[config.mk]
export PLATFORM = sky130hd
export DESIGN_NAME = sequence_reorder_buffer_flat
export DESIGN_NICKNAME = d
export VERILOG_FILES = /design/src/sv/srb_pkg.sv /design/src/sv/srb_if.sv /design/src/sv/srb_unit.sv /design/src/sv/srb_store.sv /design/src/sv/srb_ctrl.sv /design/src/sv/sequence_reorder_buffer.sv /design/src/flat_wrapper.sv
export VERILOG_INCLUDE_DIRS = /design/src /design/src/sv
export SDC_FILE = /design/constraint.sdc
export NUM_CORES = 2
export LEC_CHECK = 0
export ABC_AREA = 1
export ABC_CLOCK_PERIOD_IN_PS = 9160
export BUFFER_PORTS_ARGS = -buffer_cell sky130_fd_sc_hd__buf_4
export CAP_MARGIN = 20
export CORE_MARGIN = 8
export CORE_UTILIZATION = 40
export DETAILED_ROUTE_END_ITERATION = 10
export GPL_TIMING_DRIVEN = 0
export PLACE_DENSITY = 0.65
export SYNTH_ARGS = -nofsm -noshare
export SYNTH_HDL_FRONTEND = slang
export SYNTH_SLANG_ARGS = --single-unit
export TNS_END_PERCENT = 5
[constraint.sdc]
create_clock -name clk -period 9.16 [get_ports clk]
set_input_delay 2.748 -clock clk [delete_from_list [all_inputs] [get_ports clk]]
set_output_delay 2.748 -clock clk [all_outputs]
set_load 0.005 [all_outputs]
[src/sv/sequence_reorder_buffer_macros.svh]
// Assertion helpers shared by the reorder buffer RTL.
// Each macro expects clk and rst_n to be visible where it is used.
`ifndef SEQUENCE_REORDER_BUFFER_MACROS_SVH
`define SEQUENCE_REORDER_BUFFER_MACROS_SVH

// The consequent must hold in the same cycle as the antecedent.
`define SRB_ASSERT_SAME(label, ante, cons) \
  label: assert property (@(posedge clk) disable iff (!rst_n) (ante) |-> (cons)) \
    else $error("reorder buffer: same-cycle check failed");

// The consequent must hold in the cycle after the antecedent.
`define SRB_ASSERT_NEXT(label, ante, cons) \
  label: assert property (@(posedge clk) disable iff (!rst_n) (ante) |=> (cons)) \
    else $error("reorder buffer: next-cycle check failed");

`endif

[src/sv/srb_pkg.sv]
`default_nettype none

package srb_pkg;

  localparam int ID_BITS        = 32;
  localparam int PAYLOAD_BITS   = 32;
  localparam int CMD_BITS       = 3;
  localparam int STATUS_BITS    = 3;
  localparam int WINDOW_DEFAULT = 64;

  localparam logic [CMD_BITS-1:0] CMD_INSERT = 3'd0;
  localparam logic [CMD_BITS-1:0] CMD_MARK   = 3'd1;
  localparam logic [CMD_BITS-1:0] CMD_POP    = 3'd2;
  localparam logic [CMD_BITS-1:0] CMD_CLEAR  = 3'd3;
  localparam logic [CMD_BITS-1:0] CMD_STOP   = 3'd4;

  localparam logic [STATUS_BITS-1:0] ST_ACCEPTED  = 3'd0;
  localparam logic [STATUS_BITS-1:0] ST_DELIVERED = 3'd1;
  localparam logic [STATUS_BITS-1:0] ST_NOT_READY = 3'd2;
  localparam logic [STATUS_BITS-1:0] ST_STOPPED   = 3'd3;
  localparam logic [STATUS_BITS-1:0] ST_STALE     = 3'd4;
  localparam logic [STATUS_BITS-1:0] ST_AHEAD     = 3'd5;
  localparam logic [STATUS_BITS-1:0] ST_DUPLICATE = 3'd6;

  typedef struct packed {
    logic present;
    logic dropped;
  } slot_state_t;

  typedef enum logic {
    OP_LOCATE,
    OP_STEP
  } unit_op_t;

endpackage

`default_nettype wire

[src/sv/srb_if.sv]
`default_nettype none

interface srb_in_if;
  logic                              valid;
  logic                              ready;
  logic [srb_pkg::CMD_BITS-1:0]      cmd;
  logic [srb_pkg::ID_BITS-1:0]       seq_id;
  logic [srb_pkg::PAYLOAD_BITS-1:0]  payload;

  modport source (output valid, output cmd, output seq_id, output payload, input ready);
  modport sink (input valid, input cmd, input seq_id, input payload, output ready);
endinterface

interface srb_out_if;
  logic                              valid;
  logic                              ready;
  logic [srb_pkg::STATUS_BITS-1:0]   status;
  logic [srb_pkg::ID_BITS-1:0]       out_frame_id;
  logic [srb_pkg::PAYLOAD_BITS-1:0]  out_payload;
  logic [srb_pkg::ID_BITS-1:0]       next_expected;

  modport source (output valid, output status, output out_frame_id, output out_payload,
                  output next_expected, input ready);
  modport sink (input valid, input status, input out_frame_id, input out_payload,
                input next_expected, output ready);
endinterface

`default_nettype wire

[src/sv/srb_unit.sv]
`default_nettype none

// Shared id/slot arithmetic. In locate mode it forms the distance of an id
// from the head and the slot that id maps to; in step mode it advances the head.
module srb_unit #(
  parameter int WINDOW = srb_pkg::WINDOW_DEFAULT,
  parameter int SLOT_W = $clog2(WINDOW)
) (
  input  var srb_pkg::unit_op_t           op,
  input  wire [srb_pkg::ID_BITS-1:0]      seq_id,
  input  wire [srb_pkg::ID_BITS-1:0]      head_id,
  input  wire [SLOT_W-1:0]                head_slot,
  output logic [srb_pkg::ID_BITS-1:0]     sum_id,
  output logic [SLOT_W-1:0]               slot,
  output logic                            in_window,
  output logic                            stale
);

  logic [srb_pkg::ID_BITS-1:0] id_a;
  logic [srb_pkg::ID_BITS-1:0] id_b;
  logic [SLOT_W-1:0]           slot_off;
  logic [SLOT_W:0]             slot_sum;

  always_comb begin
    if (op == srb_pkg::OP_LOCATE) begin
      id_a = seq_id;
      id_b = ~head_id;
    end else begin
      id_a = head_id;
      id_b = '0;
    end
    sum_id    = id_a + id_b + srb_pkg::ID_BITS'(1);
    in_window = sum_id < srb_pkg::ID_BITS'(WINDOW);
    stale     = sum_id[srb_pkg::ID_BITS-1];

    slot_off = (op == srb_pkg::OP_LOCATE) ? sum_id[SLOT_W-1:0] : SLOT_W'(1);
    slot_sum = {1'b0, head_slot} + {1'b0, slot_off};
    // Both operands stay below WINDOW, so one subtract wraps the sum.
    if (slot_sum >= (SLOT_W+1)'(WINDOW)) begin
      slot = SLOT_W'(slot_sum - (SLOT_W+1)'(WINDOW));
    end else begin
      slot = slot_sum[SLOT_W-1:0];
    end
  end

endmodule

`default_nettype wire

[src/sv/srb_store.sv]
`default_nettype none

// Slot storage: per-slot present/dropped flags and payloads.
// One write and one read address per cycle, read data registered.
module srb_store #(
  parameter int WINDOW = srb_pkg::WINDOW_DEFAULT,
  parameter int SLOT_W = $clog2(WINDOW)
) (
  input  wire                                 clk,
  input  wire                                 st_we,
  input  wire [SLOT_W-1:0]                    waddr,
  input  var srb_pkg::slot_state_t            wstate,
  input  wire                                 pay_we,
  input  wire [srb_pkg::PAYLOAD_BITS-1:0]     wpay,
  input  wire [SLOT_W-1:0]                    raddr,
  output srb_pkg::slot_state_t                rd_state,
  output logic [srb_pkg::PAYLOAD_BITS-1:0]    rd_pay
);

  srb_pkg::slot_state_t              state_mem [WINDOW];
  logic [srb_pkg::PAYLOAD_BITS-1:0]  pay_mem [WINDOW];
  srb_pkg::slot_state_t              rd_state_r;
  logic [srb_pkg::PAYLOAD_BITS-1:0]  rd_pay_r;

  always_ff @(posedge clk) begin
    if (st_we) begin
      state_mem[waddr] <= wstate;
    end
    rd_state_r <= state_mem[raddr];
  end

  always_ff @(posedge clk) begin
    if (pay_we) begin
      pay_mem[waddr] <= wpay;
    end
    rd_pay_r <= pay_mem[raddr];
  end

  assign rd_state = rd_state_r;
  assign rd_pay   = rd_pay_r;

endmodule

`default_nettype wire

[src/sv/srb_ctrl.sv]
`default_nettype none

`include "sequence_reorder_buffer_macros.svh"

module srb_ctrl #(
  parameter int WINDOW = srb_pkg::WINDOW_DEFAULT,
  parameter int SLOT_W = $clog2(WINDOW)
) (
  input  wire                                 clk,
  input  wire                                 rst_n,
  srb_in_if.sink                              in_ch,
  srb_out_if.source                           out_ch,
  output srb_pkg::unit_op_t                   unit_op,
  output logic [srb_pkg::ID_BITS-1:0]         unit_seq_id,
  output logic [srb_pkg::ID_BITS-1:0]         unit_head_id,
  output logic [SLOT_W-1:0]                   unit_head_slot,
  input  wire [srb_pkg::ID_BITS-1:0]          u_sum_id,
  input  wire [SLOT_W-1:0]                    u_slot,
  input  wire                                 u_in_window,
  input  wire                                 u_stale,
  output logic                                st_we,
  output logic [SLOT_W-1:0]                   waddr,
  output srb_pkg::slot_state_t                wstate,
  output logic                                pay_we,
  output logic [srb_pkg::PAYLOAD_BITS-1:0]    wpay,
  output logic [SLOT_W-1:0]                   raddr,
  input  var srb_pkg::slot_state_t            rd_state,
  input  wire [srb_pkg::PAYLOAD_BITS-1:0]     rd_pay
);

  typedef enum logic [2:0] {
    S_IDLE,
    S_DECODE,
    S_CHECK,
    S_HEAD,
    S_WALK,
    S_CLEAR,
    S_EMIT
  } state_t;

  state_t                             state_r, state_nxt;
  logic                               boot_r, boot_nxt;
  logic                               halted_r, halted_nxt;
  logic [srb_pkg::ID_BITS-1:0]        head_id_r, head_id_nxt;
  logic [SLOT_W-1:0]                  head_slot_r, head_slot_nxt;
  logic [SLOT_W-1:0]                  clr_idx_r, clr_idx_nxt;
  logic [SLOT_W-1:0]                  slot_r, slot_nxt;
  logic [srb_pkg::CMD_BITS-1:0]       cmd_r, cmd_nxt;
  logic [srb_pkg::ID_BITS-1:0]        id_r, id_nxt;
  logic [srb_pkg::PAYLOAD_BITS-1:0]   pay_r, pay_nxt;
  logic [srb_pkg::STATUS_BITS-1:0]    res_status_r, res_status_nxt;
  logic [srb_pkg::ID_BITS-1:0]        res_id_r, res_id_nxt;
  logic [srb_pkg::PAYLOAD_BITS-1:0]   res_pay_r, res_pay_nxt;
  logic                               out_valid_r, out_valid_nxt;
  logic [srb_pkg::STATUS_BITS-1:0]    out_status_r, out_status_nxt;
  logic [srb_pkg::ID_BITS-1:0]        out_id_r, out_id_nxt;
  logic [srb_pkg::PAYLOAD_BITS-1:0]   out_pay_r, out_pay_nxt;
  logic [srb_pkg::ID_BITS-1:0]        out_next_r, out_next_nxt;
  logic                               out_not_delivered;
  logic                               out_fields_zero;
  logic                               walk_on_drop;
  logic                               walk_clears_head;

  assign in_ch.ready          = (state_r == S_IDLE);
  assign out_ch.valid         = out_valid_r;
  assign out_ch.status        = out_status_r;
  assign out_ch.out_frame_id  = out_id_r;
  assign out_ch.out_payload   = out_pay_r;
  assign out_ch.next_expected = out_next_r;

  assign unit_seq_id    = id_r;
  assign unit_head_id   = head_id_r;
  assign unit_head_slot = head_slot_r;
  assign wpay           = pay_r;

  always_comb begin
    state_nxt      = state_r;
    boot_nxt       = boot_r;
    halted_nxt     = halted_r;
    head_id_nxt    = head_id_r;
    head_slot_nxt  = head_slot_r;
    clr_idx_nxt    = clr_idx_r;
    slot_nxt       = slot_r;
    cmd_nxt        = cmd_r;
    id_nxt         = id_r;
    pay_nxt        = pay_r;
    res_status_nxt = res_status_r;
    res_id_nxt     = res_id_r;
    res_pay_nxt    = res_pay_r;
    out_valid_nxt  = out_valid_r;
    out_status_nxt = out_status_r;
    out_id_nxt     = out_id_r;
    out_pay_nxt    = out_pay_r;
    out_next_nxt   = out_next_r;

    unit_op = srb_pkg::OP_LOCATE;
    st_we   = 1'b0;
    pay_we  = 1'b0;
    waddr   = head_slot_r;
    wstate  = '0;
    raddr   = head_slot_r;

    if (out_valid_r && out_ch.ready) begin
      out_valid_nxt = 1'b0;
    end

    case (state_r)
      S_IDLE: begin
        if (in_ch.valid) begin
          cmd_nxt   = in_ch.cmd;
          id_nxt    = in_ch.seq_id;
          pay_nxt   = in_ch.payload;
          state_nxt = S_DECODE;
        end
      end

      S_DECODE: begin
        res_status_nxt = srb_pkg::ST_ACCEPTED;
        res_id_nxt     = '0;
        res_pay_nxt    = '0;
        case (cmd_r)
          srb_pkg::CMD_INSERT, srb_pkg::CMD_MARK: begin
            if (u_in_window) begin
              slot_nxt  = u_slot;
              raddr     = u_slot;
              state_nxt = S_CHECK;
            end else begin
              res_status_nxt = u_stale ? srb_pkg::ST_STALE : srb_pkg::ST_AHEAD;
              state_nxt      = S_EMIT;
            end
          end
          srb_pkg::CMD_POP: begin
            if (halted_r) begin
              res_status_nxt = srb_pkg::ST_STOPPED;
              state_nxt      = S_EMIT;
            end else begin
              state_nxt = S_HEAD;
            end
          end
          srb_pkg::CMD_CLEAR: begin
            head_id_nxt   = '0;
            head_slot_nxt = '0;
            clr_idx_nxt   = '0;
            state_nxt     = S_CLEAR;
          end
          srb_pkg::CMD_STOP: begin
            halted_nxt = 1'b1;
            state_nxt  = S_EMIT;
          end
          default: begin
            state_nxt = S_EMIT;
          end
        endcase
      end

      S_CHECK: begin
        waddr = slot_r;
        if (cmd_r == srb_pkg::CMD_INSERT) begin
          if (rd_state.present || rd_state.dropped) begin
            res_status_nxt = srb_pkg::ST_DUPLICATE;
          end else begin
            st_we          = 1'b1;
            wstate.present = 1'b1;
            pay_we         = 1'b1;
          end
          state_nxt = S_EMIT;
        end else begin
          if (rd_state.dropped) begin
            res_status_nxt = srb_pkg::ST_DUPLICATE;
            state_nxt      = S_EMIT;
          end else begin
            // Marking frees any stored item; then the head walk runs.
            st_we          = 1'b1;
            wstate.dropped = 1'b1;
            state_nxt      = S_HEAD;
          end
        end
      end

      S_HEAD: begin
        raddr     = head_slot_r;
        state_nxt = S_WALK;
      end

      S_WALK: begin
        // The read data holds the head slot. The next slot is fetched
        // in the same cycle, so the walk needs no separate read per skipped slot.
        unit_op = srb_pkg::OP_STEP;
        waddr   = head_slot_r;
        raddr   = u_slot;
        if (rd_state.dropped) begin
          st_we         = 1'b1;
          head_id_nxt   = u_sum_id;
          head_slot_nxt = u_slot;
        end else if (cmd_r == srb_pkg::CMD_POP) begin
          if (rd_state.present) begin
            st_we          = 1'b1;
            res_status_nxt = srb_pkg::ST_DELIVERED;
            res_id_nxt     = head_id_r;
            res_pay_nxt    = rd_pay;
            head_id_nxt    = u_sum_id;
            head_slot_nxt  = u_slot;
          end else begin
            res_status_nxt = srb_pkg::ST_NOT_READY;
          end
          state_nxt = S_EMIT;
        end else begin
          state_nxt = S_EMIT;
        end
      end

      S_CLEAR: begin
        st_we = 1'b1;
        waddr = clr_idx_r;
        if (clr_idx_r == SLOT_W'(WINDOW - 1)) begin
          boot_nxt  = 1'b0;
          state_nxt = boot_r ? S_IDLE : S_EMIT;
        end else begin
          clr_idx_nxt = clr_idx_r + SLOT_W'(1);
        end
      end

      S_EMIT: begin
        if (!out_valid_r || out_ch.ready) begin
          out_valid_nxt  = 1'b1;
          out_status_nxt = res_status_r;
          out_id_nxt     = res_id_r;
          out_pay_nxt    = res_pay_r;
          out_next_nxt   = head_id_r;
          state_nxt      = S_IDLE;
        end
      end

      default: begin
        state_nxt = S_IDLE;
      end
    endcase
  end

  always_ff @(posedge clk) begin
    if (!rst_n) begin
      state_r     <= S_CLEAR;
      boot_r      <= 1'b1;
      halted_r    <= 1'b0;
      head_id_r   <= '0;
      head_slot_r <= '0;
      clr_idx_r   <= '0;
      out_valid_r <= 1'b0;
    end else begin
      state_r     <= state_nxt;
      boot_r      <= boot_nxt;
      halted_r    <= halted_nxt;
      head_id_r   <= head_id_nxt;
      head_slot_r <= head_slot_nxt;
      clr_idx_r   <= clr_idx_nxt;
      out_valid_r <= out_valid_nxt;
    end
    slot_r       <= slot_nxt;
    cmd_r        <= cmd_nxt;
    id_r         <= id_nxt;
    pay_r        <= pay_nxt;
    res_status_r <= res_status_nxt;
    res_id_r     <= res_id_nxt;
    res_pay_r    <= res_pay_nxt;
    out_status_r <= out_status_nxt;
    out_id_r     <= out_id_nxt;
    out_pay_r    <= out_pay_nxt;
    out_next_r   <= out_next_nxt;
  end

  assign out_not_delivered = out_valid_r && (out_status_r != srb_pkg::ST_DELIVERED);
  assign out_fields_zero   = (out_id_r == '0) && (out_pay_r == '0);
  assign walk_on_drop      = (state_r == S_WALK) && rd_state.dropped;
  assign walk_clears_head  = st_we && (waddr == head_slot_r) && (wstate == '0);

  `SRB_ASSERT_NEXT(a_busy_after_accept, in_ch.valid && in_ch.ready, !in_ch.ready)
  `SRB_ASSERT_SAME(a_zero_unless_delivered, out_not_delivered, out_fields_zero)
  `SRB_ASSERT_NEXT(a_halt_sticky, halted_r, halted_r)
  `SRB_ASSERT_SAME(a_walk_frees_head, walk_on_drop, walk_clears_head)

endmodule

`default_nettype wire

[src/sv/sequence_reorder_buffer.sv]
// Sequence reorder buffer. Commands arrive on in_ch (cmd, seq_id, payload):
// insert, mark dropped, pop, clear and stop. Every command yields exactly one
// transaction on out_ch with status, the delivered id and payload (zero unless
// delivered) and the head id after the command.
// Commands run one at a time on a small sequencer that shares one id/slot
// adder and one slot memory port. From acceptance to the output register,
// insert and duplicate mark pass decode, check and emit; stop, unknown codes,
// out-of-window ids and pop while stopped pass decode and emit; pop passes
// decode, head, walk and emit, and mark dropped passes decode, check, head,
// walk and emit. The walk skips the dropped slots at the head, one per cycle,
// at most WINDOW of them. Clear sweeps the slot flags, one slot a cycle.
// in_ch.ready returns high together with out_ch.valid, so the next command
// is not taken before the result of the last one is loaded.
// After reset the block sweeps all WINDOW slot flags with in_ch.ready low,
// then waits for commands; the head id is zero and the stop flag is clear. A
// result held in the output register while out_ch is stalled does not block
// the next command; only the following result waits for it.
`default_nettype none

module sequence_reorder_buffer #(
  parameter int WINDOW = srb_pkg::WINDOW_DEFAULT
) (
  input  wire        clk,
  input  wire        rst_n,
  srb_in_if.sink     in_ch,
  srb_out_if.source  out_ch
);

  localparam int SLOT_W = $clog2(WINDOW);

  srb_pkg::unit_op_t                  unit_op;
  logic [srb_pkg::ID_BITS-1:0]        unit_seq_id;
  logic [srb_pkg::ID_BITS-1:0]        unit_head_id;
  logic [SLOT_W-1:0]                  unit_head_slot;
  logic [srb_pkg::ID_BITS-1:0]        u_sum_id;
  logic [SLOT_W-1:0]                  u_slot;
  logic                               u_in_window;
  logic                               u_stale;
  logic                               st_we;
  logic [SLOT_W-1:0]                  waddr;
  srb_pkg::slot_state_t               wstate;
  logic                               pay_we;
  logic [srb_pkg::PAYLOAD_BITS-1:0]   wpay;
  logic [SLOT_W-1:0]                  raddr;
  srb_pkg::slot_state_t               rd_state;
  logic [srb_pkg::PAYLOAD_BITS-1:0]   rd_pay;

  srb_unit #(
    .WINDOW (WINDOW),
    .SLOT_W (SLOT_W)
  ) u_unit (
    .op        (unit_op),
    .seq_id    (unit_seq_id),
    .head_id   (unit_head_id),
    .head_slot (unit_head_slot),
    .sum_id    (u_sum_id),
    .slot      (u_slot),
    .in_window (u_in_window),
    .stale     (u_stale)
  );

  srb_store #(
    .WINDOW (WINDOW),
    .SLOT_W (SLOT_W)
  ) u_store (
    .clk      (clk),
    .st_we    (st_we),
    .waddr    (waddr),
    .wstate   (wstate),
    .pay_we   (pay_we),
    .wpay     (wpay),
    .raddr    (raddr),
    .rd_state (rd_state),
    .rd_pay   (rd_pay)
  );

  srb_ctrl #(
    .WINDOW (WINDOW),
    .SLOT_W (SLOT_W)
  ) u_ctrl (
    .clk            (clk),
    .rst_n          (rst_n),
    .in_ch          (in_ch),
    .out_ch         (out_ch),
    .unit_op        (unit_op),
    .unit_seq_id    (unit_seq_id),
    .unit_head_id   (unit_head_id),
    .unit_head_slot (unit_head_slot),
    .u_sum_id       (u_sum_id),
    .u_slot         (u_slot),
    .u_in_window    (u_in_window),
    .u_stale        (u_stale),
    .st_we          (st_we),
    .waddr          (waddr),
    .wstate         (wstate),
    .pay_we         (pay_we),
    .wpay           (wpay),
    .raddr          (raddr),
    .rd_state       (rd_state),
    .rd_pay         (rd_pay)
  );

endmodule

`default_nettype wire

[src/flat_wrapper.sv]
// flat-port wrapper written by rule: the top's interface ports become plain ports
module sequence_reorder_buffer_flat 
#(
  parameter int WINDOW = srb_pkg::WINDOW_DEFAULT
)
  (clk, rst_n, in_ch_valid, in_ch_cmd, in_ch_seq_id, in_ch_payload, in_ch_ready, out_ch_valid, out_ch_status, out_ch_out_frame_id, out_ch_out_payload, out_ch_next_expected, out_ch_ready);
  srb_in_if in_ch_i ();
  srb_out_if out_ch_i ();
  input  wire clk;
  input  wire rst_n;
  input wire logic [$bits(in_ch_i.valid)-1:0] in_ch_valid;
  input wire logic [$bits(in_ch_i.cmd)-1:0] in_ch_cmd;
  input wire logic [$bits(in_ch_i.seq_id)-1:0] in_ch_seq_id;
  input wire logic [$bits(in_ch_i.payload)-1:0] in_ch_payload;
  output wire logic [$bits(in_ch_i.ready)-1:0] in_ch_ready;
  output wire logic [$bits(out_ch_i.valid)-1:0] out_ch_valid;
  output wire logic [$bits(out_ch_i.status)-1:0] out_ch_status;
  output wire logic [$bits(out_ch_i.out_frame_id)-1:0] out_ch_out_frame_id;
  output wire logic [$bits(out_ch_i.out_payload)-1:0] out_ch_out_payload;
  output wire logic [$bits(out_ch_i.next_expected)-1:0] out_ch_next_expected;
  input wire logic [$bits(out_ch_i.ready)-1:0] out_ch_ready;
  assign in_ch_i.valid = in_ch_valid;
  assign in_ch_i.cmd = in_ch_cmd;
  assign in_ch_i.seq_id = in_ch_seq_id;
  assign in_ch_i.payload = in_ch_payload;
  assign in_ch_ready = in_ch_i.ready;
  assign out_ch_valid = out_ch_i.valid;
  assign out_ch_status = out_ch_i.status;
  assign out_ch_out_frame_id = out_ch_i.out_frame_id;
  assign out_ch_out_payload = out_ch_i.out_payload;
  assign out_ch_next_expected = out_ch_i.next_expected;
  assign out_ch_i.ready = out_ch_ready;
  sequence_reorder_buffer #(.WINDOW(WINDOW)) u_core (.clk(clk), .rst_n(rst_n), .in_ch(in_ch_i), .out_ch(out_ch_i));
endmodule
==> run summary <==
grt ovf - 0
post-synthesis sequential area ratio - 68.9%
post-CTS sizing - 0
YS warnings - 0
Worst-path clk slew - 0.06 ns
die width - 535 µm
Core Rows - 190
Most common cell on crit path - nand2_1
placed insts - 13,913
CTS root buf - clkbuf_16
Die H - 535 µm
clk_lat worst skew - 0.90 ns
crit-path max FO - 10
Max-slew headroom - 17.2%
Simple-Gate Fraction of Synth Area - 23.9%
Post-Syn Area - 108,000 µm²
vias in the first global route - 74,924
Synth Register Bits - 2,499
area share of fa/ha/maj cells after synthesis - 0.467%
Final setup viols - 0
commonest non-fill, non-tap cells in the layout - 2,959 x nand2_1, 2,415 x edfxtp_1, 1,922 x nand3_1
H-tree levels - 5
Area after DPL - 119,000 µm²
CP max-delay cell - clkbuf_1
Area growth syn-to-layout - 18.4%
Syn Nets - 10,046
largest family of logic cells by synthesized area - simple AND/OR/NAND/NOR gates
fin. max-slew vios - 0
routed vias/inst - 5.57
Post-Synth XOR/XNOR Area - 0.114%
all-layer global routing usage - 25.9%
Via Count - 80,173
synthesized instance count - 9,936
Fmax - 115 MHz
RePlAce Congestion - 1.05
FF+latch area - 74,200 µm²
fillcell total - 23,617
Pwr per Cell Area - 356 nW/µm²
CTS tree - built
ys flop type - edfxtp_1
Compound-Gate Fraction of Synth Area - 0.766%
critical path type - flip-flop to flip-flop
Die ar. - 286,000 µm²
initial drt markers - 11,606
outcome - finished, final reports clean
multi-input gate area in the final layout - 27,600 µm²
layout cells sized above 1 - 11.7%
port bufs - 170
worst setup margin - 0.459 ns
crit start category - flip-flop
min cycle time layout - 8.70 ns
Post-synth EDFFs - 2,415
nets - 10,751
Final period util - 95.0%
worst slack, placed - 0.730 ns
Final Hold Vio Count - 0
Num CTS Buffers - 272
syn_area_per_cell - 10.8 µm²
Post-Layout Inst Area - 128,000 µm²
first-pass GRT wire length - 537,000 µm
Starting Density - 40.2%
Clock Sinks - 2,499
clock skew - 0.106 ns
largest net degree at the start of global routing - 47
WL final - 386,000 µm
most common cell after layout, fill and taps aside - nand2_1
worst path required time - 9.80 ns
cts hold-fix bufs - 0
VDD IR max - 0.333 mV
DRC - 0
FFs w/ async S/R, synth - 0%
Clock Tree Buf Depth - 4
Cell Count, Final, Fillers Out - 14,399
Core Box Area - 268,000 µm²
Worst Hold Class - flip-flop to flip-flop
RSZ-0062 raised after global routing - no
post-route ant nets - 0
Leakage - 0.0494 µW
max-cap viol count - 0
Worst-Margin Slew - 1.24 ns
initial antenna violation count - 28
Setup Buffers After CTS - 0
crit-path max cell delay - 0.83 ns
routed len/inst - 26.8 µm
io pins - 172
synth unique cells - 48
First-pass DRT Iterations - 9
CP Data Arrival Time - 9.34 ns
detailed-placement wirelength estimate - 286,000 µm
multiplexer area fraction after synthesis - 0%
critical path capture point type - flip-flop
[metrics by stage]
stage | power (µW) | TNS (ns) | hold slack (ns) | utilization, %
detailed placement | 33800 | 0 | 0.405 | 44.3
global route | 46800 | 0 | 0.407 | 47.6
finish | 45400 | 0 | 0.406 | 47.6
global placement | 33400 | -151.03 | 0.403 | 42.3
floorplan | 24600 | 0 | 0.400 | -
CTS | 44600 | 0 | 0.401 | 47.6
[cell type report]
| cell class | instances | share of cell area, % |
|---|---|---|
| Antenna cell | 9 | 0.0177 |
| Buffer | 597 | 2.23 |
| Clock buffer | 345 | 5.77 |
| Clock inverter | 126 | 0.996 |
| Inverter | 920 | 2.71 |
| Multi-Input combinational cell | 5920 | 21.7 |
| Sequential cell | 2499 | 58.2 |
| Tap cell | 3552 | 3.49 |
| Timing Repair Buffer | 431 | 4.93 |
[per-layer routing]
layer / part of all wire [%] / track usage [%] / vias up
met1: 36 / 32.6 / 38723
met5: 0.037 / 0.185 / -
met2: 44 / 40.6 / 5080
met3: 12 / 6.64 / 1101
met4: 7.2 / 15.3 / 14
li1: - / - / 35255
[registers in the layout (all words and copies together) (netlist names), 2 cells and up]
signal and flops:
u_core.u_ctrl.wpay 32, u_core.u_ctrl.out_ch.status 3, u_core.u_ctrl.cmd_r 3, u_core.u_store.state_mem 128, u_core.u_ctrl.out_ch.out_frame_id 32, u_core.u_ctrl.unit_head_id 32, u_core.u_ctrl.unit_seq_id 32, u_core.u_store.rd_state 2
u_core.u_ctrl.clr_idx_r 6, u_core.u_ctrl.res_id_r 32, u_core.u_ctrl.unit_head_slot 6, u_core.u_ctrl.out_ch.out_payload 32, u_core.u_ctrl.out_ch.next_expected 32, u_core.u_ctrl.state_r 3, u_core.u_ctrl.res_status_r 3, u_core.u_store.rd_pay 32
u_core.u_store.pay_mem 2048, u_core.u_ctrl.slot_r 6, u_core.u_ctrl.res_pay_r 32
[Yosys cell counts, types with 3 or more instances]
cell	number	area share [%]
nand3b_1	446	3.1
nand4_1	13	0.076
edfxtp_1	2415	67
o21a_1	3	0.021
xor2_1	12	0.098
buf_4	44	0.31
a211oi_1	3	0.021
nor3_1	62	0.29
nand2_1	2959	10
dfxtp_1	84	1.6
clkbuf_1	155	0.54
clkinv_1	5	0.017
a21oi_1	70	0.33
buf_6	4	0.042
inv_1	905	3.2
buf_2	320	1.5
nand3_1	1922	8.9
and2_1	8	0.046
inv_2	10	0.035
nor2_1	292	1.0
o21ai_0	58	0.27
ha_1	37	0.43
buf_1	74	0.26
[cell families after synthesis]
family          count (synthesis)
buf+inv                      1517
xor+xnor                       14
flops                        2499
compound gates                151
fa+ha+maj                      39
simple gates                 5716
[worst max-delay path: cells and delay by family, from the launching register on]
| family | cells | cell delay (ns) |
|---|---|---|
| compound gates | 3 | 0.63 |
| simple gates | 21 | 4.28 |
| buf+inv | 5 | 2.93 |
| fa+ha+maj | 1 | 0.28 |
| flops | 1 | 0.40 |
[final timing paths]
kind,start,cells after the start,endpoint,slack [ns]
hold / removal,u_core.u_ctrl.res_pay_r[13],0,u_core.u_ctrl.out_ch.out_payload[13],0.41
setup reg to reg,u_core.u_ctrl.state_r[0],30,u_core.u_store.rd_pay[8],0.46
hold reg to reg,u_core.u_ctrl.res_pay_r[13],0,u_core.u_ctrl.out_ch.out_payload[13],0.41
setup / recovery,u_core.u_ctrl.state_r[0],30,u_core.u_store.rd_pay[8],0.46
[power breakdown]
group | switching, µW | internal [µW]
clock network | 4590 | 6240
logic | 16300 | 5130
registers | 175 | 13000
total | 21100 | 24300
Power figures use the tool's default switching activity.
